==> config.mk <==
export PLATFORM = sky130hd
export DESIGN_NAME = two_layer_xor_parity_fec_core
export DESIGN_NICKNAME = d
export VERILOG_FILES = /design/src/rtl/xpf_pkg.sv /design/src/rtl/xpf_ram.sv /design/src/rtl/xpf_ctrl.sv /design/src/rtl/two_layer_xor_parity_fec_core.sv
export SDC_FILE = /design/constraint.sdc
export NUM_CORES = 2
export LEC_CHECK = 0
export BUFFER_PORTS_ARGS = -buffer_cell sky130_fd_sc_hd__buf_4
export CAP_MARGIN = 20
export CORE_ASPECT_RATIO = 1.1
export CORE_MARGIN = 2
export CORE_UTILIZATION = 45
export DETAILED_ROUTE_END_ITERATION = 12
export SKIP_LAST_GASP = 1
export SLEW_MARGIN = 20
export SYNTH_ARGS = -nofsm -noshare
export SYNTH_HDL_FRONTEND = slang
export SYNTH_SLANG_ARGS = --single-unit
export TNS_END_PERCENT = 30
==> constraint.sdc <==
create_clock -name clock -period 16.4 [get_ports clock]
set_clock_uncertainty 0.2 [all_clocks]
set_input_delay 0.82 -clock clock [delete_from_list [all_inputs] [get_ports clock]]
set_output_delay 0.82 -clock clock [all_outputs]
set_load 0.02 [all_outputs]
==> src/rtl/xpf_pkg.sv <==
`timescale 1ns / 1ps
// ----------------------------------------------------------------------------
// xpf_pkg
// Shared types, constants and helpers for the two-layer XOR parity encoder.
// ----------------------------------------------------------------------------
package xpf_pkg;

   // payload words per frame
   localparam int FRAME_WORDS = 20;

   localparam int ADDR_W = (FRAME_WORDS > 1) ? $clog2(FRAME_WORDS) : 1;
   localparam int CNT_W  = $clog2(FRAME_WORDS + 1);
   localparam int POS_W  = 6;
   localparam int SEQ_W  = 32;
   localparam int WORD_W = 64;
   localparam int GRP_W  = 5;
   localparam int HELD_W = 4;

   localparam logic [POS_W-1:0] POS_LAST  = POS_W'(FRAME_WORDS - 1);
   localparam logic [CNT_W-1:0] CNT_FULL  = CNT_W'(FRAME_WORDS);
   localparam logic [CNT_W-1:0] CNT_LAST  = CNT_W'(FRAME_WORDS - 1);
   localparam logic [GRP_W-1:0] GRP_MIN   = GRP_W'(1);
   localparam logic [GRP_W-1:0] GRP_MAX   = GRP_W'(16);
   localparam logic [GRP_W-1:0] SMALL_RST = GRP_W'(2);
   localparam logic [GRP_W-1:0] LARGE_RST = GRP_W'(4);

   // result kinds
   localparam logic KIND_DATA   = 1'b0;
   localparam logic KIND_PARITY = 1'b1;

   // configuration register indexes
   localparam logic CSR_SMALL_SIZE = 1'b0;
   localparam logic CSR_LARGE_SIZE = 1'b1;

   // parity layers
   localparam logic LAYER_SMALL = 1'b0;
   localparam logic LAYER_LARGE = 1'b1;

   typedef enum logic [1:0] {
      ST_IDLE,
      ST_DATA,
      ST_SWEEP
   } state_type;

   typedef struct packed {
      logic              re;
      logic              we;
      logic [ADDR_W-1:0] addr;
      logic [WORD_W-1:0] wdata;
   } ram_req_type;

   typedef struct packed {
      logic              packet_kind;
      logic [SEQ_W-1:0]  seq_or_base;
      logic [GRP_W-1:0]  group_count;
      logic [POS_W-1:0]  word_index;
      logic [WORD_W-1:0] out_word;
      logic              run_last;
   } beat_type;

   // zero acts as one, anything above sixteen saturates
   function automatic logic [GRP_W-1:0] clamp_size(input logic [GRP_W-1:0] s);
      logic [GRP_W-1:0] r;
      r = s;
      if (s == '0) begin
         r = GRP_MIN;
      end else if (s > GRP_MAX) begin
         r = GRP_MAX;
      end
      return r;
   endfunction

endpackage

==> src/rtl/xpf_ram.sv <==
`timescale 1ns / 1ps
// ----------------------------------------------------------------------------
// xpf_ram
// One parity store: single port, registered read, read-before-write.
// Per-entry valid bits make unwritten entries read as zero after reset.
// ----------------------------------------------------------------------------
module xpf_ram
   import xpf_pkg::*;
(
   input  logic              clock,
   input  logic              reset,
   input  ram_req_type       req,
   output logic [WORD_W-1:0] rd_data
);

   logic [WORD_W-1:0]      mem [FRAME_WORDS];
   logic [FRAME_WORDS-1:0] valid_ff;
   logic [FRAME_WORDS-1:0] valid_in;
   logic [WORD_W-1:0]      rd_data_ff;

   always_comb begin
      valid_in = valid_ff;
      if (req.we) begin
         valid_in[req.addr] = 1'b1;
      end
   end

   always_ff @(posedge clock) begin
      if (reset) begin
         valid_ff <= '0;
      end else begin
         valid_ff <= valid_in;
      end
   end

   always_ff @(posedge clock) begin
      if (req.we) begin
         mem[req.addr] <= req.wdata;
      end
      if (req.re) begin
         rd_data_ff <= valid_ff[req.addr] ? mem[req.addr] : '0;
      end
   end

   assign rd_data = rd_data_ff;

endmodule

==> src/rtl/xpf_ctrl.sv <==
`timescale 1ns / 1ps
// ----------------------------------------------------------------------------
// xpf_ctrl
// Sequencer: read-modify-write of both stores per word, group counting,
// and the parity sweeps that read out and clear a store.
// ----------------------------------------------------------------------------
module xpf_ctrl
   import xpf_pkg::*;
(
   input  logic              clock,
   input  logic              reset,
   input  logic              req_valid,
   output logic              req_ready,
   input  logic [SEQ_W-1:0]  req_frame_seq,
   input  logic [WORD_W-1:0] req_payload_word,
   input  logic              csr_valid,
   output logic              csr_ready,
   input  logic              csr_index,
   input  logic [GRP_W-1:0]  csr_write_data,
   input  logic [WORD_W-1:0] small_rd,
   input  logic [WORD_W-1:0] large_rd,
   output ram_req_type       small_req,
   output ram_req_type       large_req,
   input  logic              out_free,
   output logic              beat_load,
   output beat_type          beat
);

   state_type state_ff, state_in;

   logic [POS_W-1:0]  pos_ff, pos_in;
   logic [HELD_W-1:0] s_held_ff, s_held_in, l_held_ff, l_held_in;
   logic [GRP_W-1:0]  s_size_ff, s_size_in, l_size_ff, l_size_in;
   logic [SEQ_W-1:0]  seq_ff, seq_in;
   logic [WORD_W-1:0] word_ff, word_in;
   logic              close_l_ff, close_l_in;
   logic              layer_ff, layer_in;
   logic [CNT_W-1:0]  iss_cnt_ff, iss_cnt_in, out_cnt_ff, out_cnt_in;
   logic              rd_pend_ff, rd_pend_in;
   logic [SEQ_W-1:0]  s_base_ff, s_base_in, l_base_ff, l_base_in;
   logic [GRP_W-1:0]  s_cnt_ff, s_cnt_in, l_cnt_ff, l_cnt_in;

   logic             last_word;
   logic [GRP_W-1:0] s_count, l_count;
   logic             close_s, close_l;
   logic             take, issue, sweep_done;
   ram_req_type      sweep_req;

   assign last_word = (pos_ff == POS_LAST);
   assign s_count   = {1'b0, s_held_ff} + GRP_MIN;
   assign l_count   = {1'b0, l_held_ff} + GRP_MIN;
   assign close_s   = last_word && (s_count >= clamp_size(s_size_ff));
   assign close_l   = last_word && (l_count >= clamp_size(l_size_ff));

   // sweep pipeline: one read in flight, held in the RAM read register
   assign take       = (state_ff == ST_SWEEP) && rd_pend_ff && out_free;
   assign issue      = (state_ff == ST_SWEEP) && (iss_cnt_ff != CNT_FULL)
                       && (!rd_pend_ff || take);
   assign sweep_done = take && (out_cnt_ff == CNT_LAST);

   assign csr_ready = 1'b1;

   always_comb begin
      sweep_req.re    = issue;
      sweep_req.we    = issue;
      sweep_req.addr  = iss_cnt_ff[ADDR_W-1:0];
      sweep_req.wdata = '0;
   end

   // next state
   always_comb begin
      state_in = state_ff;
      case (state_ff)
         ST_IDLE: begin
            if (req_valid) begin
               state_in = ST_DATA;
            end
         end
         ST_DATA: begin
            if (out_free) begin
               state_in = (close_s || close_l) ? ST_SWEEP : ST_IDLE;
            end
         end
         ST_SWEEP: begin
            if (sweep_done && !(layer_ff == LAYER_SMALL && close_l_ff)) begin
               state_in = ST_IDLE;
            end
         end
         default: begin
            state_in = ST_IDLE;
         end
      endcase
   end

   // outputs and datapath
   always_comb begin
      req_ready  = 1'b0;
      small_req  = '0;
      large_req  = '0;
      beat_load  = 1'b0;
      beat       = '0;
      pos_in     = pos_ff;
      s_held_in  = s_held_ff;
      l_held_in  = l_held_ff;
      s_size_in  = s_size_ff;
      l_size_in  = l_size_ff;
      seq_in     = seq_ff;
      word_in    = word_ff;
      close_l_in = close_l_ff;
      layer_in   = layer_ff;
      iss_cnt_in = iss_cnt_ff;
      out_cnt_in = out_cnt_ff;
      rd_pend_in = rd_pend_ff;
      s_base_in  = s_base_ff;
      l_base_in  = l_base_ff;
      s_cnt_in   = s_cnt_ff;
      l_cnt_in   = l_cnt_ff;

      if (csr_valid) begin
         case (csr_index)
            CSR_SMALL_SIZE: s_size_in = csr_write_data;
            CSR_LARGE_SIZE: l_size_in = csr_write_data;
            default: ;
         endcase
      end

      case (state_ff)
         ST_IDLE: begin
            req_ready = 1'b1;
            if (req_valid) begin
               small_req.re   = 1'b1;
               small_req.addr = pos_ff[ADDR_W-1:0];
               large_req.re   = 1'b1;
               large_req.addr = pos_ff[ADDR_W-1:0];
               seq_in         = req_frame_seq;
               word_in        = req_payload_word;
            end
         end
         ST_DATA: begin
            if (out_free) begin
               small_req.we    = 1'b1;
               small_req.addr  = pos_ff[ADDR_W-1:0];
               small_req.wdata = small_rd ^ word_ff;
               large_req.we    = 1'b1;
               large_req.addr  = pos_ff[ADDR_W-1:0];
               large_req.wdata = large_rd ^ word_ff;

               beat_load        = 1'b1;
               beat.packet_kind = KIND_DATA;
               beat.seq_or_base = seq_ff;
               beat.group_count = '0;
               beat.word_index  = pos_ff;
               beat.out_word    = word_ff;
               beat.run_last    = !(close_s || close_l);

               pos_in = last_word ? '0 : pos_ff + POS_W'(1);
               if (last_word) begin
                  s_held_in = close_s ? '0 : s_count[HELD_W-1:0];
                  l_held_in = close_l ? '0 : l_count[HELD_W-1:0];
               end
               // first covered frame: seq minus frames held before this one
               s_base_in  = seq_ff - {{(SEQ_W-HELD_W){1'b0}}, s_held_ff};
               l_base_in  = seq_ff - {{(SEQ_W-HELD_W){1'b0}}, l_held_ff};
               s_cnt_in   = s_count;
               l_cnt_in   = l_count;
               close_l_in = close_l;
               layer_in   = close_s ? LAYER_SMALL : LAYER_LARGE;
               iss_cnt_in = '0;
               out_cnt_in = '0;
               rd_pend_in = 1'b0;
            end
         end
         ST_SWEEP: begin
            if (layer_ff == LAYER_SMALL) begin
               small_req = sweep_req;
            end else begin
               large_req = sweep_req;
            end
            if (issue) begin
               iss_cnt_in = iss_cnt_ff + CNT_W'(1);
            end
            rd_pend_in = issue || (rd_pend_ff && !take);
            if (take) begin
               beat_load        = 1'b1;
               beat.packet_kind = KIND_PARITY;
               beat.word_index  = POS_W'(out_cnt_ff);
               if (layer_ff == LAYER_SMALL) begin
                  beat.seq_or_base = s_base_ff;
                  beat.group_count = s_cnt_ff;
                  beat.out_word    = small_rd;
                  beat.run_last    = sweep_done && !close_l_ff;
               end else begin
                  beat.seq_or_base = l_base_ff;
                  beat.group_count = l_cnt_ff;
                  beat.out_word    = large_rd;
                  beat.run_last    = sweep_done;
               end
               out_cnt_in = out_cnt_ff + CNT_W'(1);
               if (sweep_done && layer_ff == LAYER_SMALL && close_l_ff) begin
                  layer_in   = LAYER_LARGE;
                  iss_cnt_in = '0;
                  out_cnt_in = '0;
                  rd_pend_in = 1'b0;
               end
            end
         end
         default: ;
      endcase
   end

   always_ff @(posedge clock) begin
      if (reset) begin
         state_ff   <= ST_IDLE;
         pos_ff     <= '0;
         s_held_ff  <= '0;
         l_held_ff  <= '0;
         s_size_ff  <= SMALL_RST;
         l_size_ff  <= LARGE_RST;
         close_l_ff <= 1'b0;
         layer_ff   <= LAYER_SMALL;
         iss_cnt_ff <= '0;
         out_cnt_ff <= '0;
         rd_pend_ff <= 1'b0;
      end else begin
         state_ff   <= state_in;
         pos_ff     <= pos_in;
         s_held_ff  <= s_held_in;
         l_held_ff  <= l_held_in;
         s_size_ff  <= s_size_in;
         l_size_ff  <= l_size_in;
         close_l_ff <= close_l_in;
         layer_ff   <= layer_in;
         iss_cnt_ff <= iss_cnt_in;
         out_cnt_ff <= out_cnt_in;
         rd_pend_ff <= rd_pend_in;
      end
   end

   always_ff @(posedge clock) begin
      seq_ff    <= seq_in;
      word_ff   <= word_in;
      s_base_ff <= s_base_in;
      l_base_ff <= l_base_in;
      s_cnt_ff  <= s_cnt_in;
      l_cnt_ff  <= l_cnt_in;
   end

endmodule

==> src/rtl/two_layer_xor_parity_fec_core.sv <==
`timescale 1ns / 1ps
// ----------------------------------------------------------------------------
// two_layer_xor_parity_fec_core
// Two-layer XOR parity encoder: passes each word through and appends the
// parity words of a small and a large frame group when a group closes.
// ----------------------------------------------------------------------------
// Data path: on accept both stores are read (ST_IDLE); in ST_DATA, once the
//   output register is free, the data beat loads and the XOR write-back is
//   done; only then is a new word taken. Each closing group's store is swept,
//   one parity beat per cycle from its read port while the output is free.
// Reset: synchronous; clears sequencer, counts and sizes (2 and 4); store
//   entries read as zero until rewritten (per-entry valid bits).
// ----------------------------------------------------------------------------
module two_layer_xor_parity_fec_core
   import xpf_pkg::*;
(
   input  logic              clock,
   input  logic              reset,
   input  logic              req_valid,
   output logic              req_ready,
   input  logic [SEQ_W-1:0]  req_frame_seq,
   input  logic [WORD_W-1:0] req_payload_word,
   output logic              rsp_valid,
   input  logic              rsp_ready,
   output logic              rsp_packet_kind,
   output logic [SEQ_W-1:0]  rsp_seq_or_base,
   output logic [GRP_W-1:0]  rsp_group_count,
   output logic [POS_W-1:0]  rsp_word_index,
   output logic [WORD_W-1:0] rsp_out_word,
   output logic              rsp_run_last,
   input  logic              csr_valid,
   output logic              csr_ready,
   input  logic              csr_index,
   input  logic [GRP_W-1:0]  csr_write_data
);

   ram_req_type       small_req, large_req;
   logic [WORD_W-1:0] small_rd, large_rd;
   logic              out_free, beat_load;
   beat_type          beat;
   logic              rsp_valid_ff, rsp_valid_in;
   beat_type          rsp_beat_ff;

   xpf_ram u_small_store (
      .clock   (clock),
      .reset   (reset),
      .req     (small_req),
      .rd_data (small_rd)
   );

   xpf_ram u_large_store (
      .clock   (clock),
      .reset   (reset),
      .req     (large_req),
      .rd_data (large_rd)
   );

   xpf_ctrl u_ctrl (
      .clock            (clock),
      .reset            (reset),
      .req_valid        (req_valid),
      .req_ready        (req_ready),
      .req_frame_seq    (req_frame_seq),
      .req_payload_word (req_payload_word),
      .csr_valid        (csr_valid),
      .csr_ready        (csr_ready),
      .csr_index        (csr_index),
      .csr_write_data   (csr_write_data),
      .small_rd         (small_rd),
      .large_rd         (large_rd),
      .small_req        (small_req),
      .large_req        (large_req),
      .out_free         (out_free),
      .beat_load        (beat_load),
      .beat             (beat)
   );

   // output register
   assign out_free     = !rsp_valid_ff || rsp_ready;
   assign rsp_valid_in = beat_load || (rsp_valid_ff && !rsp_ready);

   always_ff @(posedge clock) begin
      if (reset) begin
         rsp_valid_ff <= 1'b0;
      end else begin
         rsp_valid_ff <= rsp_valid_in;
      end
   end

   always_ff @(posedge clock) begin
      if (beat_load) begin
         rsp_beat_ff <= beat;
      end
   end

   assign rsp_valid       = rsp_valid_ff;
   assign rsp_packet_kind = rsp_beat_ff.packet_kind;
   assign rsp_seq_or_base = rsp_beat_ff.seq_or_base;
   assign rsp_group_count = rsp_beat_ff.group_count;
   assign rsp_word_index  = rsp_beat_ff.word_index;
   assign rsp_out_word    = rsp_beat_ff.out_word;
   assign rsp_run_last    = rsp_beat_ff.run_last;

   // no beat may overwrite one still waiting
   a_load_free: assert property (@(posedge clock) disable iff (reset)
      beat_load |-> out_free)
      else $error("beat loaded over a pending result");

   // one word in flight at a time
   a_one_item: assert property (@(posedge clock) disable iff (reset)
      (req_valid && req_ready) |=> !req_ready)
      else $error("second word accepted while first in flight");

   a_parity_count: assert property (@(posedge clock) disable iff (reset)
      (rsp_valid && rsp_packet_kind == KIND_PARITY)
         |-> (rsp_group_count != '0 && rsp_group_count <= GRP_MAX))
      else $error("parity beat with bad group count");

   a_data_count: assert property (@(posedge clock) disable iff (reset)
      (rsp_valid && rsp_packet_kind == KIND_DATA) |-> (rsp_group_count == '0))
      else $error("data beat with nonzero group count");

endmodule
Yosys cells after proc, flatten, opt, wreduce, memory -nomap -nowiden
Memory sizes are Yosys's and may differ from the RTL's. A register that Yosys moved wholly into a read port is not among the register bits.
Index checks and enable logic that the tools add are counted.
{"block": "totals", "register_bits": 359, "mem_bits_rw": 2560, "input_bits": 107, "output_inout_bits": 112, "wordCells": 166, "memories": 2}
{"block": "classes", "addsub": 7, "order_cmp": 8, "eq_ne": 10, "n_mux": 64, "bitwise_logic": 6, "reduce_logical": 43}
{"name": "u_large_store.mem", "words": 20, "width": 64, "rd": 1, "rd_clocked_by_memory_dff": 1, "wr": 1, "line_no": "xpf_ram.sv:16", "text": "logic [WORD_W-1:0] mem [FRAME_WORDS];"}
{"name": "u_small_store.mem", "words": 20, "width": 64, "rd": 1, "rd_clocked_by_memory_dff": 1, "wr": 1, "line_no": "xpf_ram.sv:16"}
{"cell": "64-bit case mux with 2 select lines", "n": 2}
{"cell": "109-bit case mux with 2 select lines", "n": 1}
{"cell": "71-bit two-way mux", "n": 2}
{"cell": "70-bit two-way mux", "n": 2}
{"cell": "64-bit XOR", "n": 2}
{"cell": "109-bit two-way mux", "n": 1}
{"cell": "108-bit two-way mux", "n": 1}
{"cell": "65-bit two-way mux", "n": 1}
{"cell": "32-bit by 4-bit subtractor with 32-bit output", "n": 2}
{"cell": "5-bit two-way mux", "n": 11}
{"cell": "20-bit OR", "n": 2}
{"cell": "37-bit two-way mux", "n": 1}
{"cell": "5-bit case mux with 3 select lines", "n": 2}
{"cell": "5-bit case mux with 2 select lines", "n": 2}
{"cell": "1-bit two-way mux", "n": 19}
{"cell": "1-bit logical AND", "n": 16}
{"cell": "1-bit case mux with 2 select lines", "n": 7}
{"cell": "5-bit by 6-bit < comparator with 1-bit output, second input constant", "n": 2}
{"cell": "4-bit by 1-bit adder with 5-bit output, second input constant", "n": 2}
{"cell": "5-bit by 1-bit adder with 5-bit output, second input constant", "n": 2}
{"cell": "1-bit binary-select mux with 5-bit select", "n": 2}
{"cell": "1-bit demux with 5-bit select", "n": 2}
{"cell": "5-bit by 1-bit greater-or-equal comparator with 1-bit output, second input constant", "n": 2}
{"cell": "5-bit greater-or-equal comparator", "n": 2}
{"cell": "22 further kinds", "n": 50}

Logic depth before layout (Yosys ltp)
{"block": "logic_depth", "ltp_word": 12, "mapped_depth": 14, "ltp_nobuf": 11}

Cells and area by module
From an unflattened synthesis, not the netlist that was laid out.
{"block": "unflattened", "cells_unflattened": 6484, "area_unflattened_um2": 120500.6}
{"mod": "xpf_ram (u_small_store)", "instances": 1, "cells_each": 2547, "area_each_um2": 52456.6, "seq_area_each_um2": 40759.1}
{"mod": "xpf_ram (u_large_store)", "instances": 1, "cells_each": 2547, "area_each_um2": 52212.6, "seq_area_each_um2": 40759.1}
{"mod": "xpf_ctrl", "instances": 1, "cells_each": 1277, "area_each_um2": 12512.0, "seq_area_each_um2": 5885.6}
{"mod": "two_layer_xor_parity_fec_core", "instances": 1, "cells_each": 113, "area_each_um2": 3319.4, "seq_area_each_um2": 3293.2}

Worst setup path after synthesis
No wires, ideal clock.
{"block": "synth_timing", "kind": "in2reg", "start": "input rsp_ready", "end": "register rsp_beat_ff (netlist bit rsp_group_count[0]) (enable)", "setup_time_ns": 0.472, "arrival_ns": 6.435, "t_required_ns": 15.728, "path_slack_ns": 9.293, "cell_stages": 7, "path_buffers": 2, "cell_sequence": "nand2b_1 > buf_2 > nand2_1 > inv_1 > clkbuf_1 > nand2_1 > nand2_1"}
{"block": "synth_between", "elab_chain_len": 4, "elab_cells_between_ends": 5, "cone_classes": "mux: 3; reduce/logical: 2"}
{"item": "from (decl)", "line_no": "two_layer_xor_parity_fec_core.sv:24", "text": "input logic rsp_ready,"}
{"item": "1-bit logical OR (*)", "line_no": "two_layer_xor_parity_fec_core.sv:79", "text": "assign out_free = !rsp_valid_ff || rsp_ready;"}
{"item": "1-bit logical AND", "line_no": "xpf_ctrl.sv:56", "text": "assign take = (state_ff == ST_SWEEP) && rd_pend_ff && out_free;"}
{"item": "1-bit two-way mux", "line_no": "xpf_ctrl.sv:183", "text": "if (take) begin"}
{"item": "1-bit case mux with 2 select lines (*)", "line_no": "xpf_ctrl.sv:127", "text": "case (state_ff)"}
{"item": "via beat_load", "line_no": "two_layer_xor_parity_fec_core.sv:39", "text": "logic out_free, beat_load;"}
{"item": "to (signal assigned)", "line_no": "two_layer_xor_parity_fec_core.sv:92", "text": "rsp_beat_ff <= beat;"}
{"item": "to (decl)", "line_no": "two_layer_xor_parity_fec_core.sv:42", "text": "beat_type rsp_beat_ff;"}
Mark *: on every way through the listed nets, which the timed path passes. The rest lies on a longest branch.
A chain may end at the register's enable or synchronous reset.

Worst setup path in the final report
{"block": "layout_timing", "start": "register u_ctrl.layer_ff", "end": "memory u_small_store.mem[2][36] (enable)"}
{"block": "layout_between", "elab_chain_len": 4, "elab_cells_between_ends": 5, "cone_classes": "mux: 5"}
{"item": "from (decl)", "line_no": "xpf_ctrl.sv:37", "text": "logic layer_ff, layer_in;"}
{"item": "from (signal assigned)", "line_no": "xpf_ctrl.sv:232", "text": "layer_ff <= layer_in;"}
{"item": "71-bit two-way mux (*)", "line_no": "xpf_ctrl.sv:174", "text": "if (layer_ff == LAYER_SMALL) begin"}
{"item": "1-bit case mux with 2 select lines", "line_no": "xpf_ctrl.sv:127"}
{"item": "1-bit two-way mux", "line_no": "xpf_ram.sv:37", "text": "if (req.we) begin"}
{"item": "1-bit two-way mux (implied by the code)", "line_no": "xpf_ram.sv:38", "text": "mem[req.addr] <= req.wdata;"}
{"item": "to (decl)", "line_no": "xpf_ram.sv:16"}
Every way passes the cells marked *; elsewhere a longest branch is shown, timed or not.

==> metrics <==
simple-gate share of the synthesized area=4.76%; CP bufs+invs=5; async set-reset flop share out of synthesis=0%; Slew @ Worst Pin=1.18 ns; slowest stage delay, CP=0.96 ns; Avg Inst Size Synth=16.5 um2; Relative slew margins=21.6%; area grow syn2layout=14.1%; DP Area=121000 um2; slack of the worst reg-to-reg path=9.53 ns; DR WL/cell=30.2 um; crit path cell chain=buf_4 -> buf_4 -> nor2b_1 -> a31oi_1 -> a21oi_4 -> buf_4 -> buf_4 -> nand2_1 -> nor2_4 -> buf_4; fin nets=7415; Post-Synth XOR/XNOR Area=1.54%; LEAKAGE=42.4 nW; Power Dens Cells=123 nW/um2; drt drc=0; nature of the critical path startpoint=register; first-pass GRT wire length=468 mm; post-synthesis mux area share=2.48%; Max Cap Viol=0; Final Cell Area=131000 um2; Synth Instances=6973; Setup CP Type=reg2reg; slowest CP cell=nor2_4; register area=90700 um2; drt initial violations=9951; PortBufs=217; Netlist cell types=68; Hold Fails Final Rpt=0; Tmin final=6.87 ns; CORE AREA=254000 um2; I/O pin total=219; H-tree Lvls=5; vias in the first global route=65700; sequential fraction of the synthesis area=78.9%; initial antenna violation count=7; hold path cells=3; FF-to-FF End=u_small_store.mem[2][36]; die area=260000 um2; Resized Gates After CTS=0; Detail Placement HPWL=176 mm; DR vias=66900; Critical Path Fanout Max=77; Die X=486 um; Worst Hold Class=in2reg; final worst slack=9.53 ns; CTS tree=yes; gr ovfl total=0; Fillers=20300; CTS Buffer Depth=4; RR Startpoint=u_ctrl.layer_ff; number of buffers created by CTS=294; Setup Slack @ Placement=9.65 ns; hold buffers post-CTS=100; Placer Congestion=0.893; syn_nets=7110; HP Start=csr_write_data[2]; EDFF count, synth=2967; via/cell ratio=6.18; Clock Sinks=3047; CP Depth=10; Die Y=534 um; CP delay by family, top=buffers and inverters; CP Data Arrival Time=7.14 ns; largest family of logic cells by synthesized area=compound AO/OA/AOI/OAI gates; layout cells sized above 1=14.7%; Slew Viols, Final=0; RSZ-0062 raised after global routing=false; outcome=completed; DRT Pass-1 Iters=13; aggregate global-route resource usage=24.6%; adder-cell area share of the yosys netlist=0.340%; Total Neg Setup Slack=0 ns; period utilization=41.9%; Layout Utilization=51.6%; footprint of the multi-input gates=23100 um2; synthesized flop and latch total=3047; Peak VDD IR=72.0 uV; worst skew pair latency=0.86 ns; largest net degree at the start of global routing=171; cells on worst reg2reg path=10; Max Fclk=0.146 GHz; critical path capture point type=register; ANT nets after route=0; prevailing post-synth register cell=edfxtp_1; Post-CTS Setup Bufs=0; Hold EP=u_ctrl.s_size_ff[2]; root buffer cell=clkbuf_16; setup violators final=0; WP data required=16.67 ns; Initial Utilization=45.2%; CTS clk-pin slew, worst paths=0.06 ns; Critical Path Most Common Cell=buf_4; floorplan row count=194; cell area after synthesis=115000 um2; routed wire length=327 mm; synthesis warning total=0; Synth Area in Compound Gates=10.3%
## cells in the mapped netlist (all sizes together), types with 80 or more instances
library cell	count	area share, %
a21oi	544	2.4
a222oi	506	4.4
a22oi	186	1.2
buf	103	0.43
clkbuf	356	1.2
dfxtp	80	1.4
edfxtp	2967	77
mux2	155	1.5
mux2i	110	0.96
nand2	667	2.2
nor2	412	1.3
nor3	109	0.47
o21ai	114	0.50
xnor2	167	1.3
## per-layer routing
layer / vias to the layer above / global-route usage (%) / routed length, um
met5: - / 0 / 0
met4: 0 / 10.7 / 14300
met3: 580 / 4.31 / 29500
met2: 3482 / 39.5 / 157000
met1: 34300 / 33.0 / 126000
li1: 28600 / - / -
## logic make-up (layout without fill, tap and decap cells)
| group | Yosys count | in the layout |
|---|---|---|
| multiplexers | 265 | 265 |
| other | 1 | 7 |
| AND/OR/NAND/NOR | 1323 | 1323 |
| AO/OA/AOI/OAI | 1607 | 1607 |
| adder cells (fa/ha/maj) | 30 | 30 |
| buffers and inverters | 498 | 1022 |
| flip-flops | 3047 | 3047 |
| XOR/XNOR | 202 | 202 |
## worst reg2reg max path, cell delays in order, from the launching register on
cell and delay, ns:
dfxtp_4 0.41, buf_4 0.41, buf_4 0.62, nor2b_1 0.39
a31oi_1 0.25, a21oi_4 0.22, buf_4 0.78, buf_4 0.88
nand2_1 0.53, nor2_4 0.96, buf_4 0.81
## state kept, by name (all words and copies together) (netlist names), 5 cells and up
| register | cells |
|---|---|
| u_ctrl.l_size_ff | 5 |
| u_ctrl.s_base_ff | 32 |
| u_ctrl.iss_cnt_ff | 5 |
| u_small_store.valid_ff | 20 |
| u_ctrl.s_size_ff | 5 |
| u_ctrl.l_cnt_ff | 5 |
| u_large_store.rd_data | 64 |
| u_ctrl.seq_ff | 32 |
| u_ctrl.s_cnt_ff | 5 |
| u_small_store.rd_data | 64 |
| u_large_store.valid_ff | 20 |
| rsp_out_word | 64 |
| u_ctrl.word_ff | 64 |
| u_large_store.mem | 1280 |
| rsp_group_count | 5 |
| rsp_seq_or_base | 32 |
| u_ctrl.pos_ff | 6 |
| u_ctrl.out_cnt_ff | 5 |
| rsp_word_index | 6 |
| u_small_store.mem | 1280 |
| u_ctrl.l_base_ff | 32 |
## power by group
group          switching, mW  internal (mW)  total, mW
combinational          0.589          0.252      0.841
clock                   2.84           3.78       6.62
sequential            0.0867           8.65       8.74
total                   3.51           12.7       16.2
## final cells by class
| type | count | area share (%) |
|---|---|---|
| diodes | 6 | 0.0114 |
| inverters | 39 | 0.114 |
| multi-input cells | 3428 | 17.6 |
| well taps | 3332 | 3.18 |
| repair buffers | 468 | 2.92 |
| clock inverters | 137 | 1.06 |
| flip-flops and latches | 3047 | 69.2 |
| clock buffers | 378 | 5.95 |
## metrics by stage
step           power (mW)  hold slack (ns)  instances
3_3_place_gp         9.69            0.245      10200
5_1_grt              16.6           0.0477      10800
2_1_floorplan        9.36            0.229       6973
6_report             16.2           0.0739      10800
3_5_place_dp         9.70            0.245      10200
4_1_cts              16.3          0.00513      10800
## cells in the final DEF (no fill, tap or decap), drive strengths merged, types with 7 or more instances in the layout
cell / Yosys / layout
o211ai: 10 / 10
mux2: 155 / 155
or4: 7 / 7
and3: 12 / 12
xnor2: 167 / 167
nand2: 667 / 667
o22a: 38 / 38
nor2: 412 / 412
clkinvlp: 0 / 9
clkinv: 0 / 94
a21oi: 544 / 544
nor4: 16 / 16
a221oi: 38 / 38
a222oi: 506 / 506
nand3: 27 / 27
or3: 9 / 9
dlygate4sd3: 0 / 100
nand4: 11 / 11
clkbuf: 356 / 378
o21ai: 114 / 114
a22o: 47 / 47
edfxtp: 2967 / 2967
mux2i: 110 / 110
dfxtp: 80 / 80
o22ai: 65 / 65
bufinv: 0 / 26
a22oi: 186 / 186
nor2b: 12 / 12
xor2: 35 / 35
inv: 39 / 47
nand2b: 12 / 12
and2: 14 / 14
ha: 28 / 28
nor3: 109 / 109
a21o: 9 / 9
buf: 103 / 368
## worst max path at each step
stage / start / endpoint / slack [ns]
after floorplan: rsp_ready / rsp_group_count[0] / 9.29
after global placement: u_ctrl.layer_ff / u_small_store.mem[2][19] / 9.74
after detailed placement: u_ctrl.layer_ff / u_small_store.mem[2][19] / 9.65
after CTS: u_ctrl.layer_ff / u_large_store.rd_data[44] / 9.64
after global routing: u_ctrl.layer_ff / u_large_store.rd_data[41] / 9.26
final: u_ctrl.layer_ff / u_small_store.mem[2][36] / 9.53
(Power assumes the default switching activity.)
